`config.mk`:
```
export PLATFORM = sky130hd
export DESIGN_NAME = rounded_rect_row_span
export DESIGN_NICKNAME = d
export VERILOG_FILES = /design/src/hw/rtl/rrs_pkg.sv /design/src/hw/rtl/rrs_front.sv /design/src/hw/rtl/rrs_isqrt.sv /design/src/hw/rtl/rrs_span.sv /design/src/hw/rtl/rounded_rect_row_span.sv
export SDC_FILE = /design/constraint.sdc
export NUM_CORES = 2
export LEC_CHECK = 0
export ABC_AREA = 1
export BUFFER_PORTS_ARGS = -buffer_cell sky130_fd_sc_hd__buf_4
export CAP_MARGIN = 5
export CORE_ASPECT_RATIO = 1.1
export CORE_MARGIN = 1.5
export CORE_UTILIZATION = 40
export DETAILED_ROUTE_END_ITERATION = 6
export PLACE_DENSITY = 0.65
export SLEW_MARGIN = 20
export SYNTH_ARGS = -nofsm -noshare
export SYNTH_HDL_FRONTEND = slang
export SYNTH_SLANG_ARGS = --single-unit
```
`constraint.sdc`:
```
create_clock -name clk -period 45.1 [get_ports clk]
set_input_delay 0 -clock clk [delete_from_list [all_inputs] [get_ports clk]]
set_output_delay 0 -clock clk [all_outputs]
set_load 0.01 [all_outputs]
```
`src/hw/rtl/rrs_pkg.sv`:
```
// ----------------------------------------------------------------------------
// rrs_pkg
// Shared types and constants of the rounded rectangle row span generator.
// ----------------------------------------------------------------------------
package rrs_pkg;

  localparam int DEF_COORD_BITS = 16;

  // fixed field widths
  localparam int SIZE_W   = 14;
  localparam int RADIUS_W = 12;
  localparam int ROW_W    = 13;
  localparam int CORNER_W = 4;
  localparam int PITCH_W  = 16;
  localparam int BPP_W    = 3;
  localparam int OFFSET_W = 32;
  localparam int CFG_W    = 16;
  localparam int CFG_ADDR_W = 2;

  localparam logic [SIZE_W-1:0] SCREEN_MAX = 14'd8192;

  // register reset values
  localparam logic [SIZE_W-1:0]  RST_SCREEN_WIDTH  = 14'd1024;
  localparam logic [SIZE_W-1:0]  RST_SCREEN_HEIGHT = 14'd768;
  localparam logic [PITCH_W-1:0] RST_ROW_PITCH     = 16'd4096;
  localparam logic [BPP_W-1:0]   RST_BPP           = 3'd4;

  typedef enum logic [CFG_ADDR_W-1:0] {
    REG_SCREEN_WIDTH    = 2'd0,
    REG_SCREEN_HEIGHT   = 2'd1,
    REG_ROW_PITCH       = 2'd2,
    REG_BYTES_PER_PIXEL = 2'd3
  } cfg_reg_t;

  // bit positions in corner_mask
  localparam int CORNER_TL_BIT = 0;
  localparam int CORNER_TR_BIT = 1;
  localparam int CORNER_BL_BIT = 2;
  localparam int CORNER_BR_BIT = 3;

  // integer square root of a 24-bit radicand
  localparam int RAD_W       = 2 * RADIUS_W;
  localparam int ROOT_W      = RADIUS_W;
  localparam int REM_W       = ROOT_W + 2;
  localparam int SQRT_SPS    = 3;
  localparam int SQRT_STAGES = ROOT_W / SQRT_SPS;

  // output word layout
  localparam int OUT_VIS_BIT    = 0;
  localparam int OUT_START_LSB  = 1;
  localparam int OUT_WIDTH_LSB  = OUT_START_LSB + ROW_W;
  localparam int OUT_OFFSET_LSB = OUT_WIDTH_LSB + SIZE_W;
  localparam int OUT_USED_W     = OUT_OFFSET_LSB + OFFSET_W;
  localparam int OUT_TDATA_W    = ((OUT_USED_W + 7) / 8) * 8;

  typedef struct packed {
    logic kill;   // row off screen or outside the rectangle
    logic lbit;   // apply inset on the left
    logic rbit;   // apply inset on the right
  } rrs_flags_t;

endpackage

```
`src/hw/rtl/rrs_front.sv`:
```
// ----------------------------------------------------------------------------
// rrs_front
// Row classification, corner distance and square-root radicand, 3 stages.
// ----------------------------------------------------------------------------
module rrs_front #(
  parameter int COORD_BITS = rrs_pkg::DEF_COORD_BITS
) (
  input  logic                              clk,
  input  logic                              rst,
  input  logic                              in_valid,
  output logic                              in_ready,
  input  logic signed [COORD_BITS-1:0]      rect_left,
  input  logic signed [COORD_BITS-1:0]      rect_top,
  input  logic [rrs_pkg::SIZE_W-1:0]        rect_width,
  input  logic [rrs_pkg::SIZE_W-1:0]        rect_height,
  input  logic [rrs_pkg::CORNER_W-1:0]      corner_mask,
  input  logic [rrs_pkg::RADIUS_W-1:0]      radius,
  input  logic [rrs_pkg::ROW_W-1:0]         row_index,
  input  logic [rrs_pkg::SIZE_W-1:0]        screen_height,
  output logic                              out_valid,
  input  logic                              out_ready,
  output logic [rrs_pkg::RAD_W-1:0]         out_rad,
  output logic signed [COORD_BITS-1:0]      out_left,
  output logic [rrs_pkg::SIZE_W-1:0]        out_width,
  output logic [rrs_pkg::RADIUS_W-1:0]      out_radius,
  output logic [rrs_pkg::ROW_W-1:0]         out_srow,
  output rrs_pkg::rrs_flags_t               out_flags
);
  import rrs_pkg::*;

  localparam int AW = ((COORD_BITS > 15) ? COORD_BITS : 15) + 3;
  localparam int NS = 3;

  logic [NS-1:0] vld;
  logic [NS:0]   rdy;

  // stage 1 combinational
  logic signed [AW-1:0] srow_c;
  logic [SIZE_W-1:0]    lower_sum;
  logic [SIZE_W-1:0]    d_lo_full;
  logic                 upper;
  logic                 round_c;
  rrs_flags_t           flags_c;
  logic [RADIUS_W-1:0]  d_c;

  logic signed [COORD_BITS-1:0] s1_left, s2_left, s3_left;
  logic [SIZE_W-1:0]            s1_width, s2_width, s3_width;
  logic [RADIUS_W-1:0]          s1_r, s2_r, s3_r;
  logic [RADIUS_W-1:0]          s1_d;
  logic [ROW_W-1:0]             s1_srow, s2_srow, s3_srow;
  rrs_flags_t                   s1_flags, s2_flags, s3_flags;
  logic [RAD_W-1:0]             s2_rr, s2_dd, s3_rad;

  always_comb begin
    rdy[NS] = out_ready;
    for (int k = NS - 1; k >= 0; k--) begin
      rdy[k] = !vld[k] || rdy[k+1];
    end
  end

  assign in_ready = rdy[0];

  always_comb begin
    srow_c = $signed({{(AW-COORD_BITS){rect_top[COORD_BITS-1]}}, rect_top})
           + $signed({{(AW-ROW_W){1'b0}}, row_index});
    lower_sum = {1'b0, row_index} + {2'b0, radius};
    d_lo_full = lower_sum + 14'd1 - rect_height;
    upper     = row_index < {1'b0, radius};
    round_c   = upper || (lower_sum >= rect_height);
    d_c       = upper ? (radius - row_index[RADIUS_W-1:0]) : d_lo_full[RADIUS_W-1:0];
    flags_c.kill = (srow_c < 0)
                || (srow_c >= $signed({{(AW-SIZE_W){1'b0}}, screen_height}))
                || ({1'b0, row_index} >= rect_height);
    flags_c.lbit = round_c && (upper ? corner_mask[CORNER_TL_BIT]
                                     : corner_mask[CORNER_BL_BIT]);
    flags_c.rbit = round_c && (upper ? corner_mask[CORNER_TR_BIT]
                                     : corner_mask[CORNER_BR_BIT]);
  end

  always_ff @(posedge clk) begin
    if (rst) begin
      vld <= '0;
    end else begin
      if (rdy[0]) vld[0] <= in_valid;
      if (rdy[1]) vld[1] <= vld[0];
      if (rdy[2]) vld[2] <= vld[1];
    end
  end

  always_ff @(posedge clk) begin
    if (rdy[0]) begin
      s1_left  <= rect_left;
      s1_width <= rect_width;
      s1_r     <= radius;
      s1_d     <= d_c;
      s1_srow  <= srow_c[ROW_W-1:0];
      s1_flags <= flags_c;
    end
    // squares of radius and corner distance
    if (rdy[1]) begin
      s2_rr    <= {{RADIUS_W{1'b0}}, s1_r} * {{RADIUS_W{1'b0}}, s1_r};
      s2_dd    <= {{RADIUS_W{1'b0}}, s1_d} * {{RADIUS_W{1'b0}}, s1_d};
      s2_left  <= s1_left;
      s2_width <= s1_width;
      s2_r     <= s1_r;
      s2_srow  <= s1_srow;
      s2_flags <= s1_flags;
    end
    if (rdy[2]) begin
      s3_rad   <= s2_rr - s2_dd;
      s3_left  <= s2_left;
      s3_width <= s2_width;
      s3_r     <= s2_r;
      s3_srow  <= s2_srow;
      s3_flags <= s2_flags;
    end
  end

  assign out_valid  = vld[NS-1];
  assign out_rad    = s3_rad;
  assign out_left   = s3_left;
  assign out_width  = s3_width;
  assign out_radius = s3_r;
  assign out_srow   = s3_srow;
  assign out_flags  = s3_flags;

endmodule

```
`src/hw/rtl/rrs_isqrt.sv`:
```
// ----------------------------------------------------------------------------
// rrs_isqrt
// Pipelined restoring integer square root, a few root bits per stage.
// ----------------------------------------------------------------------------
module rrs_isqrt #(
  parameter int SIDE_W = 8
) (
  input  logic                        clk,
  input  logic                        rst,
  input  logic                        in_valid,
  output logic                        in_ready,
  input  logic [rrs_pkg::RAD_W-1:0]   in_rad,
  input  logic [SIDE_W-1:0]           in_side,
  output logic                        out_valid,
  input  logic                        out_ready,
  output logic [rrs_pkg::ROOT_W-1:0]  out_root,
  output logic [SIDE_W-1:0]           out_side
);
  import rrs_pkg::*;

  localparam int NS = SQRT_STAGES;

  logic [NS-1:0]     vld;
  logic [NS:0]       rdy;
  logic [RAD_W-1:0]  rad_q  [NS];
  logic [ROOT_W-1:0] root_q [NS];
  logic [REM_W-1:0]  rem_q  [NS];
  logic [SIDE_W-1:0] side_q [NS];

  always_comb begin
    rdy[NS] = out_ready;
    for (int k = NS - 1; k >= 0; k--) begin
      rdy[k] = !vld[k] || rdy[k+1];
    end
  end

  assign in_ready = rdy[0];

  for (genvar s = 0; s < NS; s++) begin : g_stage
    logic              valid_in;
    logic [RAD_W-1:0]  rad_in;
    logic [ROOT_W-1:0] root_in;
    logic [REM_W-1:0]  rem_in;
    logic [SIDE_W-1:0] side_in;
    logic [ROOT_W-1:0] root_next;
    logic [REM_W-1:0]  rem_next;

    if (s == 0) begin : g_first
      assign valid_in = in_valid;
      assign rad_in   = in_rad;
      assign root_in  = '0;
      assign rem_in   = '0;
      assign side_in  = in_side;
    end else begin : g_rest
      assign valid_in = vld[s-1];
      assign rad_in   = rad_q[s-1];
      assign root_in  = root_q[s-1];
      assign rem_in   = rem_q[s-1];
      assign side_in  = side_q[s-1];
    end

    // one root bit per step, two radicand bits brought down each time
    always_comb begin
      logic [REM_W+1:0] rem_sh;
      logic [REM_W+1:0] trial;
      int               idx;
      root_next = root_in;
      rem_next  = rem_in;
      for (int j = 0; j < SQRT_SPS; j++) begin
        idx    = ROOT_W - 1 - s * SQRT_SPS - j;
        rem_sh = {rem_next, rad_in[2*idx +: 2]};
        trial  = {2'b00, root_next, 2'b01};
        if (rem_sh >= trial) begin
          rem_next  = REM_W'(rem_sh - trial);
          root_next = {root_next[ROOT_W-2:0], 1'b1};
        end else begin
          rem_next  = rem_sh[REM_W-1:0];
          root_next = {root_next[ROOT_W-2:0], 1'b0};
        end
      end
    end

    always_ff @(posedge clk) begin
      if (rst) begin
        vld[s] <= 1'b0;
      end else if (rdy[s]) begin
        vld[s] <= valid_in;
      end
    end

    always_ff @(posedge clk) begin
      if (rdy[s]) begin
        rad_q[s]  <= rad_in;
        root_q[s] <= root_next;
        rem_q[s]  <= rem_next;
        side_q[s] <= side_in;
      end
    end
  end

  assign out_valid = vld[NS-1];
  assign out_root  = root_q[NS-1];
  assign out_side  = side_q[NS-1];

endmodule

```
`src/hw/rtl/rrs_span.sv`:
```
// ----------------------------------------------------------------------------
// rrs_span
// Corner inset, screen clipping and byte offset, 6 stages, last one is the
// output register.
// ----------------------------------------------------------------------------
module rrs_span #(
  parameter int COORD_BITS = rrs_pkg::DEF_COORD_BITS
) (
  input  logic                          clk,
  input  logic                          rst,
  input  logic                          in_valid,
  output logic                          in_ready,
  input  logic [rrs_pkg::ROOT_W-1:0]    root,
  input  logic signed [COORD_BITS-1:0]  left,
  input  logic [rrs_pkg::SIZE_W-1:0]    width,
  input  logic [rrs_pkg::RADIUS_W-1:0]  radius,
  input  logic [rrs_pkg::ROW_W-1:0]     srow,
  input  rrs_pkg::rrs_flags_t           flags,
  input  logic [rrs_pkg::SIZE_W-1:0]    screen_width,
  input  logic [rrs_pkg::PITCH_W-1:0]   row_pitch,
  input  logic [rrs_pkg::BPP_W-1:0]     bytes_per_pixel,
  output logic                          out_valid,
  input  logic                          out_ready,
  output logic                          visible,
  output logic [rrs_pkg::ROW_W-1:0]     span_start,
  output logic [rrs_pkg::SIZE_W-1:0]    span_width,
  output logic [rrs_pkg::OFFSET_W-1:0]  byte_offset
);
  import rrs_pkg::*;

  localparam int AW    = ((COORD_BITS > 15) ? COORD_BITS : 15) + 3;
  localparam int NS    = 6;
  localparam int PX_W  = ROW_W + BPP_W;
  localparam int PY_W  = ROW_W + PITCH_W;

  logic [NS-1:0] vld;
  logic [NS:0]   rdy;

  // stage a
  logic [RADIUS_W-1:0]          a_inset;
  logic signed [COORD_BITS-1:0] a_left;
  logic [SIZE_W-1:0]            a_width;
  logic [ROW_W-1:0]             a_srow;
  rrs_flags_t                   a_flags;
  // stage b
  logic signed [AW-1:0]         b_x, b_w;
  logic [ROW_W-1:0]             b_srow;
  logic                         b_kill;
  // stage c
  logic signed [AW-1:0]         c_x, c_w;
  logic [ROW_W-1:0]             c_srow;
  logic                         c_kill;
  // stage d
  logic                         d_vis;
  logic [ROW_W-1:0]             d_x;
  logic [SIZE_W-1:0]            d_w;
  logic [ROW_W-1:0]             d_srow;
  // stage e
  logic                         e_vis;
  logic [ROW_W-1:0]             e_x;
  logic [SIZE_W-1:0]            e_w;
  logic [PX_W-1:0]              e_px;
  logic [PY_W-1:0]              e_py;

  logic [RADIUS_W-1:0]  ins_l, ins_r;
  logic signed [AW-1:0] sw_ext;
  logic signed [AW-1:0] d_sum;
  logic                 d_over;
  logic signed [AW-1:0] d_wf;
  logic                 d_vis_c;

  always_comb begin
    rdy[NS] = out_ready;
    for (int k = NS - 1; k >= 0; k--) begin
      rdy[k] = !vld[k] || rdy[k+1];
    end
  end

  assign in_ready = rdy[0];

  always_ff @(posedge clk) begin
    if (rst) begin
      vld <= '0;
    end else begin
      if (rdy[0]) vld[0] <= in_valid;
      for (int k = 1; k < NS; k++) begin
        if (rdy[k]) vld[k] <= vld[k-1];
      end
    end
  end

  always_comb begin
    ins_l  = a_flags.lbit ? a_inset : '0;
    ins_r  = a_flags.rbit ? a_inset : '0;
    sw_ext = $signed({{(AW-SIZE_W){1'b0}}, screen_width});
    // right clip: past the screen edge the width is cut to the edge
    d_sum  = c_x + c_w;
    d_over = d_sum > sw_ext;
    d_wf   = d_over ? (sw_ext - c_x) : c_w;
    d_vis_c = !c_kill && (d_over ? (c_x < sw_ext) : (c_w > 0));
  end

  always_ff @(posedge clk) begin
    if (rdy[0]) begin
      a_inset <= radius - root;
      a_left  <= left;
      a_width <= width;
      a_srow  <= srow;
      a_flags <= flags;
    end
    if (rdy[1]) begin
      b_x <= $signed({{(AW-COORD_BITS){a_left[COORD_BITS-1]}}, a_left})
           + $signed({{(AW-RADIUS_W){1'b0}}, ins_l});
      b_w <= $signed({{(AW-SIZE_W){1'b0}}, a_width})
           - $signed({{(AW-RADIUS_W){1'b0}}, ins_l})
           - $signed({{(AW-RADIUS_W){1'b0}}, ins_r});
      b_srow <= a_srow;
      b_kill <= a_flags.kill;
    end
    // left clip
    if (rdy[2]) begin
      if (b_x < 0) begin
        c_x <= '0;
        c_w <= b_w + b_x;
      end else begin
        c_x <= b_x;
        c_w <= b_w;
      end
      c_srow <= b_srow;
      c_kill <= b_kill;
    end
    if (rdy[3]) begin
      d_vis  <= d_vis_c;
      d_x    <= c_x[ROW_W-1:0];
      d_w    <= d_wf[SIZE_W-1:0];
      d_srow <= c_srow;
    end
    if (rdy[4]) begin
      e_vis <= d_vis;
      e_x   <= d_x;
      e_w   <= d_w;
      e_px  <= {{BPP_W{1'b0}}, d_x} * {{ROW_W{1'b0}}, bytes_per_pixel};
      e_py  <= {{PITCH_W{1'b0}}, d_srow} * {{ROW_W{1'b0}}, row_pitch};
    end
    if (rdy[5]) begin
      visible     <= e_vis;
      span_start  <= e_vis ? e_x : '0;
      span_width  <= e_vis ? e_w : '0;
      byte_offset <= e_vis ? (OFFSET_W'(e_px) + OFFSET_W'(e_py)) : '0;
    end
  end

  assign out_valid = vld[NS-1];

endmodule

```
`src/hw/rtl/rounded_rect_row_span.sv`:
```
// Throughput: one word per cycle while the output side does not stall; the path
//   is the 3-stage front, the 4-stage square root (3 root bits per stage) and
//   the 6-stage span/offset section.
// Reset (synchronous) empties the pipeline and loads the registers with
//   screen 1024 x 768, pitch 4096 and 4 bytes per pixel.
// ----------------------------------------------------------------------------
// rounded_rect_row_span
// Clipped span and framebuffer byte offset for one row of a rounded rectangle.
// ----------------------------------------------------------------------------
module rounded_rect_row_span #(
  parameter int COORD_BITS = rrs_pkg::DEF_COORD_BITS,
  localparam int IN_USED_W = 2 * COORD_BITS + 2 * rrs_pkg::SIZE_W + rrs_pkg::CORNER_W
                           + rrs_pkg::RADIUS_W + rrs_pkg::ROW_W,
  localparam int IN_TDATA_W = ((IN_USED_W + 7) / 8) * 8
) (
  input  logic                                clk,
  input  logic                                rst,
  // rect_left, rect_top, rect_width, rect_height, corner_mask, radius,
  // row_index (lowest bit up)
  input  logic [IN_TDATA_W-1:0]               s_axis_tdata,
  input  logic                                s_axis_tvalid,
  output logic                                s_axis_tready,
  // visible, span_start, span_width, byte_offset (lowest bit up)
  output logic [rrs_pkg::OUT_TDATA_W-1:0]     m_axis_tdata,
  output logic                                m_axis_tvalid,
  input  logic                                m_axis_tready,
  input  logic                                cfg_we,
  input  logic [rrs_pkg::CFG_ADDR_W-1:0]      cfg_addr,
  input  logic [rrs_pkg::CFG_W-1:0]           cfg_wdata
);
  import rrs_pkg::*;

  localparam int TOP_LSB    = COORD_BITS;
  localparam int WIDTH_LSB  = 2 * COORD_BITS;
  localparam int HEIGHT_LSB = WIDTH_LSB + SIZE_W;
  localparam int CORNER_LSB = HEIGHT_LSB + SIZE_W;
  localparam int RADIUS_LSB = CORNER_LSB + CORNER_W;
  localparam int ROW_LSB    = RADIUS_LSB + RADIUS_W;
  localparam int SIDE_W     = COORD_BITS + SIZE_W + RADIUS_W + ROW_W + $bits(rrs_flags_t);

  // registers hold the clamped screen size
  logic [SIZE_W-1:0]  screen_width;
  logic [SIZE_W-1:0]  screen_height;
  logic [PITCH_W-1:0] row_pitch;
  logic [BPP_W-1:0]   bytes_per_pixel;
  logic [SIZE_W-1:0]  cfg_size;
  logic [SIZE_W-1:0]  cfg_size_lim;

  logic                         fr_valid, fr_ready;
  logic [RAD_W-1:0]             fr_rad;
  logic signed [COORD_BITS-1:0] fr_left;
  logic [SIZE_W-1:0]            fr_width;
  logic [RADIUS_W-1:0]          fr_radius;
  logic [ROW_W-1:0]             fr_srow;
  rrs_flags_t                   fr_flags;

  logic                         sq_valid, sq_ready;
  logic [ROOT_W-1:0]            sq_root;
  logic [SIDE_W-1:0]            sq_side;

  logic signed [COORD_BITS-1:0] sp_left;
  logic [SIZE_W-1:0]            sp_width;
  logic [RADIUS_W-1:0]          sp_radius;
  logic [ROW_W-1:0]             sp_srow;
  rrs_flags_t                   sp_flags;

  logic                         visible;
  logic [ROW_W-1:0]             span_start;
  logic [SIZE_W-1:0]            span_width;
  logic [OFFSET_W-1:0]          byte_offset;

  assign cfg_size     = cfg_wdata[SIZE_W-1:0];
  assign cfg_size_lim = (cfg_size > SCREEN_MAX) ? SCREEN_MAX : cfg_size;

  always_ff @(posedge clk) begin
    if (rst) begin
      screen_width    <= RST_SCREEN_WIDTH;
      screen_height   <= RST_SCREEN_HEIGHT;
      row_pitch       <= RST_ROW_PITCH;
      bytes_per_pixel <= RST_BPP;
    end else if (cfg_we) begin
      case (cfg_reg_t'(cfg_addr))
        REG_SCREEN_WIDTH:    screen_width    <= cfg_size_lim;
        REG_SCREEN_HEIGHT:   screen_height   <= cfg_size_lim;
        REG_ROW_PITCH:       row_pitch       <= cfg_wdata[PITCH_W-1:0];
        REG_BYTES_PER_PIXEL: bytes_per_pixel <= cfg_wdata[BPP_W-1:0];
        default: ;
      endcase
    end
  end

  rrs_front #(.COORD_BITS(COORD_BITS)) u_front (
    .clk           (clk),
    .rst           (rst),
    .in_valid      (s_axis_tvalid),
    .in_ready      (s_axis_tready),
    .rect_left     (s_axis_tdata[COORD_BITS-1:0]),
    .rect_top      (s_axis_tdata[TOP_LSB +: COORD_BITS]),
    .rect_width    (s_axis_tdata[WIDTH_LSB +: SIZE_W]),
    .rect_height   (s_axis_tdata[HEIGHT_LSB +: SIZE_W]),
    .corner_mask   (s_axis_tdata[CORNER_LSB +: CORNER_W]),
    .radius        (s_axis_tdata[RADIUS_LSB +: RADIUS_W]),
    .row_index     (s_axis_tdata[ROW_LSB +: ROW_W]),
    .screen_height (screen_height),
    .out_valid     (fr_valid),
    .out_ready     (fr_ready),
    .out_rad       (fr_rad),
    .out_left      (fr_left),
    .out_width     (fr_width),
    .out_radius    (fr_radius),
    .out_srow      (fr_srow),
    .out_flags     (fr_flags)
  );

  rrs_isqrt #(.SIDE_W(SIDE_W)) u_isqrt (
    .clk       (clk),
    .rst       (rst),
    .in_valid  (fr_valid),
    .in_ready  (fr_ready),
    .in_rad    (fr_rad),
    .in_side   ({fr_flags, fr_srow, fr_radius, fr_width, fr_left}),
    .out_valid (sq_valid),
    .out_ready (sq_ready),
    .out_root  (sq_root),
    .out_side  (sq_side)
  );

  assign {sp_flags, sp_srow, sp_radius, sp_width, sp_left} = sq_side;

  rrs_span #(.COORD_BITS(COORD_BITS)) u_span (
    .clk             (clk),
    .rst             (rst),
    .in_valid        (sq_valid),
    .in_ready        (sq_ready),
    .root            (sq_root),
    .left            (sp_left),
    .width           (sp_width),
    .radius          (sp_radius),
    .srow            (sp_srow),
    .flags           (sp_flags),
    .screen_width    (screen_width),
    .row_pitch       (row_pitch),
    .bytes_per_pixel (bytes_per_pixel),
    .out_valid       (m_axis_tvalid),
    .out_ready       (m_axis_tready),
    .visible         (visible),
    .span_start      (span_start),
    .span_width      (span_width),
    .byte_offset     (byte_offset)
  );

  assign m_axis_tdata = {{(OUT_TDATA_W-OUT_USED_W){1'b0}},
                         byte_offset, span_width, span_start, visible};

endmodule

```
== After elaboration in Yosys (flattened, before gate mapping) ==
Memory sizes are Yosys's and may differ from the RTL's.
Index checks and enable logic that the tools add are counted.
Word-level totals
  memories: 4
  bits in writable memories: 432
  word-level logic and storage cells: 208
  bits in registers: 650
Memory list
  u_isqrt.side_q: depth 4, width 58, read ports 4, clocked after memory_dff 0, wr ports 4, line rrs_isqrt.sv:28  | logic [SIDE_W-1:0] side_q [NS];
  u_isqrt.rad_q: depth 4, width 24, read ports 3, clocked after memory_dff 0, wr ports 4, line rrs_isqrt.sv:25  | logic [RAD_W-1:0] rad_q [NS];
  u_isqrt.rem_q: depth 4, width 14, read ports 3, clocked after memory_dff 0, wr ports 4, line rrs_isqrt.sv:27  | logic [REM_W-1:0] rem_q [NS];
  u_isqrt.root_q: depth 4, width 12, read ports 4, clocked after memory_dff 0, wr ports 4, line rrs_isqrt.sv:26  | logic [ROOT_W-1:0] root_q [NS];
Operators by class
  multiplexer cells: 41
  $lt $le $gt $ge: 22
  multiply operators: 4
  add/sub/neg operators: 26
  reduce and logical (&&, ||, !) cells: 38
  eq/ne operators: 3
Operators with widths (count)
  2-to-1 mux 14 bit: 14
  >= comparator 16 x 14 -> 1 bit: 9
  subtractor 14 bit: 10
  multiplier 12 x 12 -> 24 bit: 2
  2-to-1 mux 12 bit: 3
  subtractor 12 bit: 3
  less-than comparator 17 x 1 -> 1 bit, second input constant: 2
  adder 16 x 29 -> 30 bit: 1
  multiplier 13 x 16 -> 29 bit: 1
  subtractor 24 bit: 1
  2-to-1 mux 1 bit: 23
  adder 17 x 19 -> 19 bit: 1
  adder 19 x 17 -> 19 bit: 1
  > comparator 19 x 1 -> 1 bit, second input constant: 1
  > comparator 19 x 15 -> 1 bit: 1
  2-to-1 mux 19 bit: 1
  subtractor 19 x 13 -> 19 bit: 1
  adder 16 x 13 -> 17 bit: 1
  adder 16 x 14 -> 17 bit: 1
  >= comparator 17 x 15 -> 1 bit: 1
  less-than comparator 17 x 15 -> 1 bit: 1
  >= comparator 16 x 3 -> 1 bit: 1
  >= comparator 16 x 4 -> 1 bit: 1
  logical OR 1 bit: 16
  other kinds (18): 37

== Depth between registers and ports, before layout ==
  depth after elaboration: 14
  gate-level depth with buffers: 35

== Cells and area by module ==
A second synthesis with hierarchy kept.
Unflattened totals
  cell total of the unflattened synthesis: 6891
  area, all modules: 66114.7 um2
By module, submodules not included
  rrs_span: times used 1, cells an instance 2815, seq. area each 10029.6 um2, area an instance 25883.6 um2
  rrs_front: times used 1, cells an instance 2244, seq. area each 7717.4 um2, area an instance 21378.0 um2
  rrs_isqrt: times used 1, cells an instance 1615, seq. area each 10289.9 um2, area an instance 17135.2 um2
  rounded_rect_row_span: times used 1, cells an instance 217, seq. area each 940.9 um2, area an instance 1717.9 um2

== Worst setup path before layout ==
No wires, ideal clock.
  path type: reg2reg
  start: reg u_span.vld[5]
  end: reg u_front.s2_dd[0] (enable)
  path buffers: 0
  slack: 27.255 ns
  setup time: 0.457 ns
  data arrival time: 17.389 ns
  data required time: 44.643 ns
  clock period less this slack: 17.845 ns
  cell stages (with the launch flop): 24
  cell sequence: dfxtp_1 inv_1 nor2_1 inv_1 nor2_1 inv_1 nor2_1 inv_1 nor2_1 inv_1 nor2_1 inv_1 nor2_1 inv_1 nor2_1 inv_1 nor2_1 inv_1 nor2_1 inv_1 nor2_1 nand2_1 nor2_1 inv_1
On the way
  cells in the longest elaborated chain, start to end: 13
Ends and longest elaborated chain
  start: declaration: line rrs_span.sv:36  | logic [NS-1:0] vld;
  start signal: indexed assignment: line rrs_span.sv:87  | if (rdy[k]) vld[k] <= vld[k-1];
  logical NOT 1 bit: line rrs_span.sv:75  | rdy[k] = !vld[k] || rdy[k+1];
  logical OR 1 bit: line rrs_span.sv:75
  named net u_span.rdy[5]: line rrs_span.sv:37  | logic [NS:0] rdy;
  logical OR 1 bit: line rrs_span.sv:75
  named net u_span.rdy[4]: line rrs_span.sv:37
  logical OR 1 bit: line rrs_span.sv:75
  named net u_span.rdy[3]: line rrs_span.sv:37
  logical OR 1 bit: line rrs_span.sv:75
  named net u_span.rdy[2]: line rrs_span.sv:37
  [... 1 more ...]
  named net u_span.rdy[1]: line rrs_span.sv:37
  [... 1 more ...]
  named net sq_ready: line rounded_rect_row_span.sv:57  | logic sq_valid, sq_ready;
  [... 1 more ...]
  named net u_isqrt.rdy[3]: line rrs_isqrt.sv:24  | logic [NS:0] rdy;
  [... 1 more ...]
  named net u_isqrt.rdy[2]: line rrs_isqrt.sv:24
  logical OR 1 bit: line rrs_isqrt.sv:33  | rdy[k] = !vld[k] || rdy[k+1];
  named net u_isqrt.rdy[1]: line rrs_isqrt.sv:24
  logical OR 1 bit: line rrs_isqrt.sv:33
  logical OR 1 bit: line rrs_front.sv:57  | rdy[k] = !vld[k] || rdy[k+1];
  named net u_front.rdy[2]: line rrs_front.sv:35  | logic [NS:0] rdy;
  logical OR 1 bit: line rrs_front.sv:57
  named net u_front.rdy[1]: line rrs_front.sv:35
  end signal: assignment: line rrs_front.sv:102  | s2_dd <= {{RADIUS_W{1'b0}}, s1_d} * {{RADIUS_W{1'b0}}, s1_d};
  end: declaration: line rrs_front.sv:52  | logic [RAD_W-1:0] s2_rr, s2_dd, s3_rad;
The timed path passes the listed nets, and every way through them passes these cells.
A chain may end at the register's enable or synchronous reset.

== Worst setup path after layout ==
  start: reg u_span.vld[5]
  end: out s_axis_tready
On the way
  cells in the longest elaborated chain, start to end: 14
Ends and longest elaborated chain
  logical NOT 1 bit: line rrs_span.sv:75
  logical OR 1 bit: line rrs_span.sv:75
  named net u_span.rdy[5]: line rrs_span.sv:37
  logical OR 1 bit: line rrs_span.sv:75
  named net u_span.rdy[4]: line rrs_span.sv:37
  logical OR 1 bit: line rrs_span.sv:75
  named net u_span.rdy[3]: line rrs_span.sv:37
  logical OR 1 bit: line rrs_span.sv:75
  named net u_span.rdy[2]: line rrs_span.sv:37
  [... 1 more ...]
  named net u_span.rdy[1]: line rrs_span.sv:37
  [... 1 more ...]
  named net sq_ready: line rounded_rect_row_span.sv:57
  [... 1 more ...]
  named net u_isqrt.rdy[3]: line rrs_isqrt.sv:24
  logical OR 1 bit: line rrs_isqrt.sv:33
  named net u_isqrt.rdy[2]: line rrs_isqrt.sv:24
  logical OR 1 bit: line rrs_isqrt.sv:33
  named net u_isqrt.rdy[1]: line rrs_isqrt.sv:24
  logical OR 1 bit: line rrs_isqrt.sv:33
  logical OR 1 bit: line rrs_front.sv:57
  named net u_front.rdy[2]: line rrs_front.sv:35
  logical OR 1 bit (2 in series): line rrs_front.sv:57
  end: declaration: line rounded_rect_row_span.sv:22  | output logic s_axis_tready,
The timed path passes the listed nets, and every way through them passes these cells.

==> impl_results.rst <==
.. list-table::
   :header-rows: 1

   * - Metric
     - Value
   * - Cell area after synthesis
     - 0.0625 mm²
   * - Root buffer selected by CTS
     - clkbuf_16
   * - Drt pass-1 iters
     - 6
   * - Sum of negative setup slack
     - 0 ns
   * - Area of the die
     - 0.159 mm²
   * - Main combinational cell family by area after synthesis
     - adder cells
   * - Post-synth top area cell
     - edfxtp_1
   * - Initial Util
     - 0.404
   * - Number of remaining DRC errors
     - 0
   * - Buffers added on ports
     - 171
   * - Max VDD drop
     - 222 µV
   * - Final hold violation count
     - 0
   * - Largest stage delay on the critical path
     - 0.55 ns
   * - Number of CTS-inserted buffers
     - 97
   * - Seq/Total Area, Yosys
     - 0.464
   * - Adder and majority gate portion of the synthesized area
     - 0.220
   * - Critical R2R Launch
     - u_span.vld[5]
   * - Fill cells
     - 14346
   * - Num Clock Sinks
     - 985
   * - TritonCTS clock tree
     - done
   * - Level count of the clock H-tree
     - 3
   * - Post-DRT Antenna Nets
     - 0
   * - Clk_lat worst skew
     - 0.72 ns
   * - Total internal power
     - 0.00319 W
   * - Total number of vias
     - 41733
   * - Startpoint of the most critical setup path
     - u_span.vld[5]
   * - Period utilisation layout
     - 0.170
   * - Multiplexer share of the synthesized area
     - 0.000360
   * - HP Start
     - s_axis_tdata[13]
   * - Placement row count
     - 151
   * - Worst Tran Pin Value
     - 1.01 ns
   * - Share of final-layout standard cells stronger than drive strength 1
     - 0.0674
   * - Net switching share of the total power
     - 0.444
   * - Relative contribution of the clock network to total power
     - 0.141
   * - Post-cts sizing count
     - 0
   * - Finished Core Util
     - 0.457
   * - Startpoint-to-endpoint class of the critical path
     - flip-flop to output pin
   * - Net switching power of the design
     - 0.00255 W
   * - Cell with the largest stage delay on the worst path
     - nor2_1
   * - Data arrival time of the critical path
     - 7.68 ns
   * - First-pass GRT wire length
     - 216000 µm
   * - Endpoint class of the critical path
     - output pin
   * - Max cap viols
     - 0
   * - Top cells by instance count after synthesis
     - nand2_1 (1206), inv_1 (1124), edfxtp_1 (925), ha_1 (554), a21oi_1 (384)
   * - Yosys Warn Count
     - 0
   * - Fraction of synthesis flops using an asynchronous set or reset pin
     - 0
   * - Leak pwr
     - 34.0 nW
   * - Simple-gate share of the synthesized area
     - 0.127
   * - Most common cell on crit path
     - nor2_1
   * - Maximum fanout encountered on the critical timing path
     - 64
   * - Dpl hpwl
     - 105000 µm
   * - Seq pwr share
     - 0.267
   * - Dominant synthesized flop cell
     - edfxtp_1
   * - Required time of the critical path
     - 45.10 ns
   * - Relative slew slack
     - 0.325
   * - Clk pin slew, worst setup/hold paths
     - 0.06 ns
   * - Cells after Synth
     - 6120
   * - Layout Skew
     - 0.0577 ns
   * - Number of antenna violations at the first check in global routing
     - 8
   * - R2R setup slack
     - 37.81 ns
   * - Number of pins with negative max-slew slack in the final report
     - 0
   * - Final #Nets
     - 7436
   * - Yosys cell types
     - 68
   * - Number of enable flip-flop cells after synthesis
     - 925
   * - Area added between synthesis and finish
     - 13.0%
   * - Pin count of the biggest net entering global routing
     - 75
   * - Share of the synthesized area in the top cell type
     - 0.445
   * - Unrepaired setup endpoints after global routing
     - no
   * - Power per standard cell area
     - 81.4 mW/mm²
   * - Startpoint types
     - flip-flop
   * - Instance area at placement
     - 0.0660 mm²
   * - Cell with the most instances after synthesis
     - nand2_1
   * - Run status
     - completed
   * - Shortest clock period the worst path allows after layout
     - 7.68 ns
   * - Number of buffers on the longest clock path
     - 3
   * - Flip-flop and latch count after synthesis
     - 985
   * - Worst hold margin
     - 0.0446 ns
   * - Part of the total power dissipated in combinational logic
     - 0.592
   * - Total grt overflow
     - 0
   * - WL/cell
     - 15.8 µm
   * - Fraction of the mapped netlist area in compound gates
     - 0.0722
   * - Non-filler cells, final
     - 8569
   * - Via-to-Cell Ratio
     - 4.87
   * - Class of the tightest hold or removal check
     - input port to flip-flop
   * - Fraction of synthesized cell area in xor and xnor cells
     - 0.0394
   * - Violation count after the first detailed-routing iteration
     - 2272
   * - GRT Overall Usage
     - 0.170
   * - Cell total after placement
     - 8252
   * - Vias in the first global route
     - 42001
   * - Chip width
     - 380 µm
   * - Syn Area/Cell
     - 10.2 µm²
   * - Last weighted congestion value of the routability-driven placer
     - 0.866
   * - Setup violators final
     - 0
   * - Cell types occupying the most area after synthesis
     - edfxtp_1 (44%), ha_1 (11%), fa_1 (11%)
   * - Final std cell area, no fill
     - 0.0706 mm²
   * - Core area
     - 0.155 mm²
   * - Die extent in y
     - 418 µm
   * - Final WL
     - 135000 µm
   * - Top achievable clock speed
     - 0.130 GHz
   * - I/O pins
     - 185
==> state kept, by name, summed over array words and instances (netlist names), 17 cells and up <==
| signal | count |
|---|---|
| u_front.s2_rr | 23 |
| u_isqrt.rad_q | 36 |
| u_span.c_x | 17 |
| u_front.out_rad | 24 |
| u_span.b_w | 19 |
| u_span.e_py | 29 |
| u_span.c_w | 19 |
| u_span.b_x | 17 |
| u_isqrt.side_q | 232 |
| u_isqrt.root_q | 30 |
| u_span.byte_offset | 30 |
| u_isqrt.rem_q | 42 |
| u_front.s2_dd | 23 |
==> worst max-delay path, delay by kind of cell, from the launching register on <==
kind | cells | cell delay (ns)
flip-flops | 1 | 0.33
buffers and inverters | 16 | 3.36
AND/OR/NAND/NOR | 13 | 3.19
==> cell usage in the layout, fill, tap and decap left out, types with 11 or more instances in the layout <==
master / count
clkinv_1: 24
clkbuf_16: 97
inv_2: 17
o211ai_1: 12
o31ai_1: 12
dlygate4sd3_1: 137
nor4_1: 20
bufinv_16: 11
nand2_1: 1204
o21ai_0: 267
fa_1: 340
clkbuf_1: 26
a21o_1: 16
inv_1: 1113
nand3_1: 203
nor3_1: 37
a21oi_1: 384
edfxtp_1: 925
dfxtp_1: 60
o21a_1: 19
a31oi_1: 23
nand3b_1: 13
nand4_1: 34
nor2_1: 270
nand2_2: 22
xnor2_1: 85
buf_4: 192
o21bai_1: 24
nand3_2: 11
nor2_2: 11
ha_1: 554
xor2_1: 196
==> final timing paths <==
| path | end | depth (start not counted) |
|---|---|---|
| max | s_axis_tready | 29 |
| min | u_front.s1_left[13] | 2 |
| min reg2reg | u_span.d_srow[0] | 0 |
| max reg2reg | u_front.s2_rr[20] | 28 |
==> stage by stage <==
stage               setup slack [ns]  power [W]
global placement               37.73    0.00489
floorplan                      27.25    0.00418
CTS                            37.09    0.00580
detailed placement             37.61    0.00495
finish                         37.42    0.00574
global route                   36.60    0.00633
==> area by class of cell <==
cell class,instances,area [µm²],share of cell area
clock buffers,126,2570,0.0364
repair buffers,329,2810,0.0398
well taps,2065,2580,0.0366
flip-flops and latches,985,29000,0.410
diodes,2,5.00,0.0000709
clock inverters,52,664,0.00941
inverters,1139,4280,0.0607
multi-input cells,3871,28700,0.407
==> per-layer routing <==
metal / vias up / global-route usage / routed length (µm)
li1: 20647 / - / -
met1: 20006 / 0.202 / 55600
met2: 842 / 0.313 / 69500
met3: 238 / 0.0237 / 5680
met4: 0 / 0.0602 / 4640
met5: - / 0 / 0
==> logic make-up (layout without fill, tap and decap cells) <==
group / Yosys count / after routing
other: 2 / 10
AO/OA/AOI/OAI: 816 / 816
XOR/XNOR: 281 / 281
buffers and inverters: 1270 / 1646
multiplexers: 2 / 2
AND/OR/NAND/NOR: 1870 / 1870
adder cells (fa/ha/maj): 894 / 894
flip-flops: 985 / 985
==> power by group through the flow <==
stage                     Combinational (W)  Sequential [W]  Clock (W)
after floorplan                     0.00271         0.00147          0
after global placement              0.00335         0.00155          0
after detailed placement            0.00340         0.00155          0
after CTS                           0.00343         0.00153   0.000832
after global routing                0.00391         0.00155   0.000867
final                               0.00340         0.00153   0.000811
==> what timing repair did <==
action | 4_1_cts | 5_1_grt
hold endpoints to repair | 120 | 0
hold buffers | 137 | 0
buffers inserted | 0 | 0
Power figures use the tool's default switching activity.
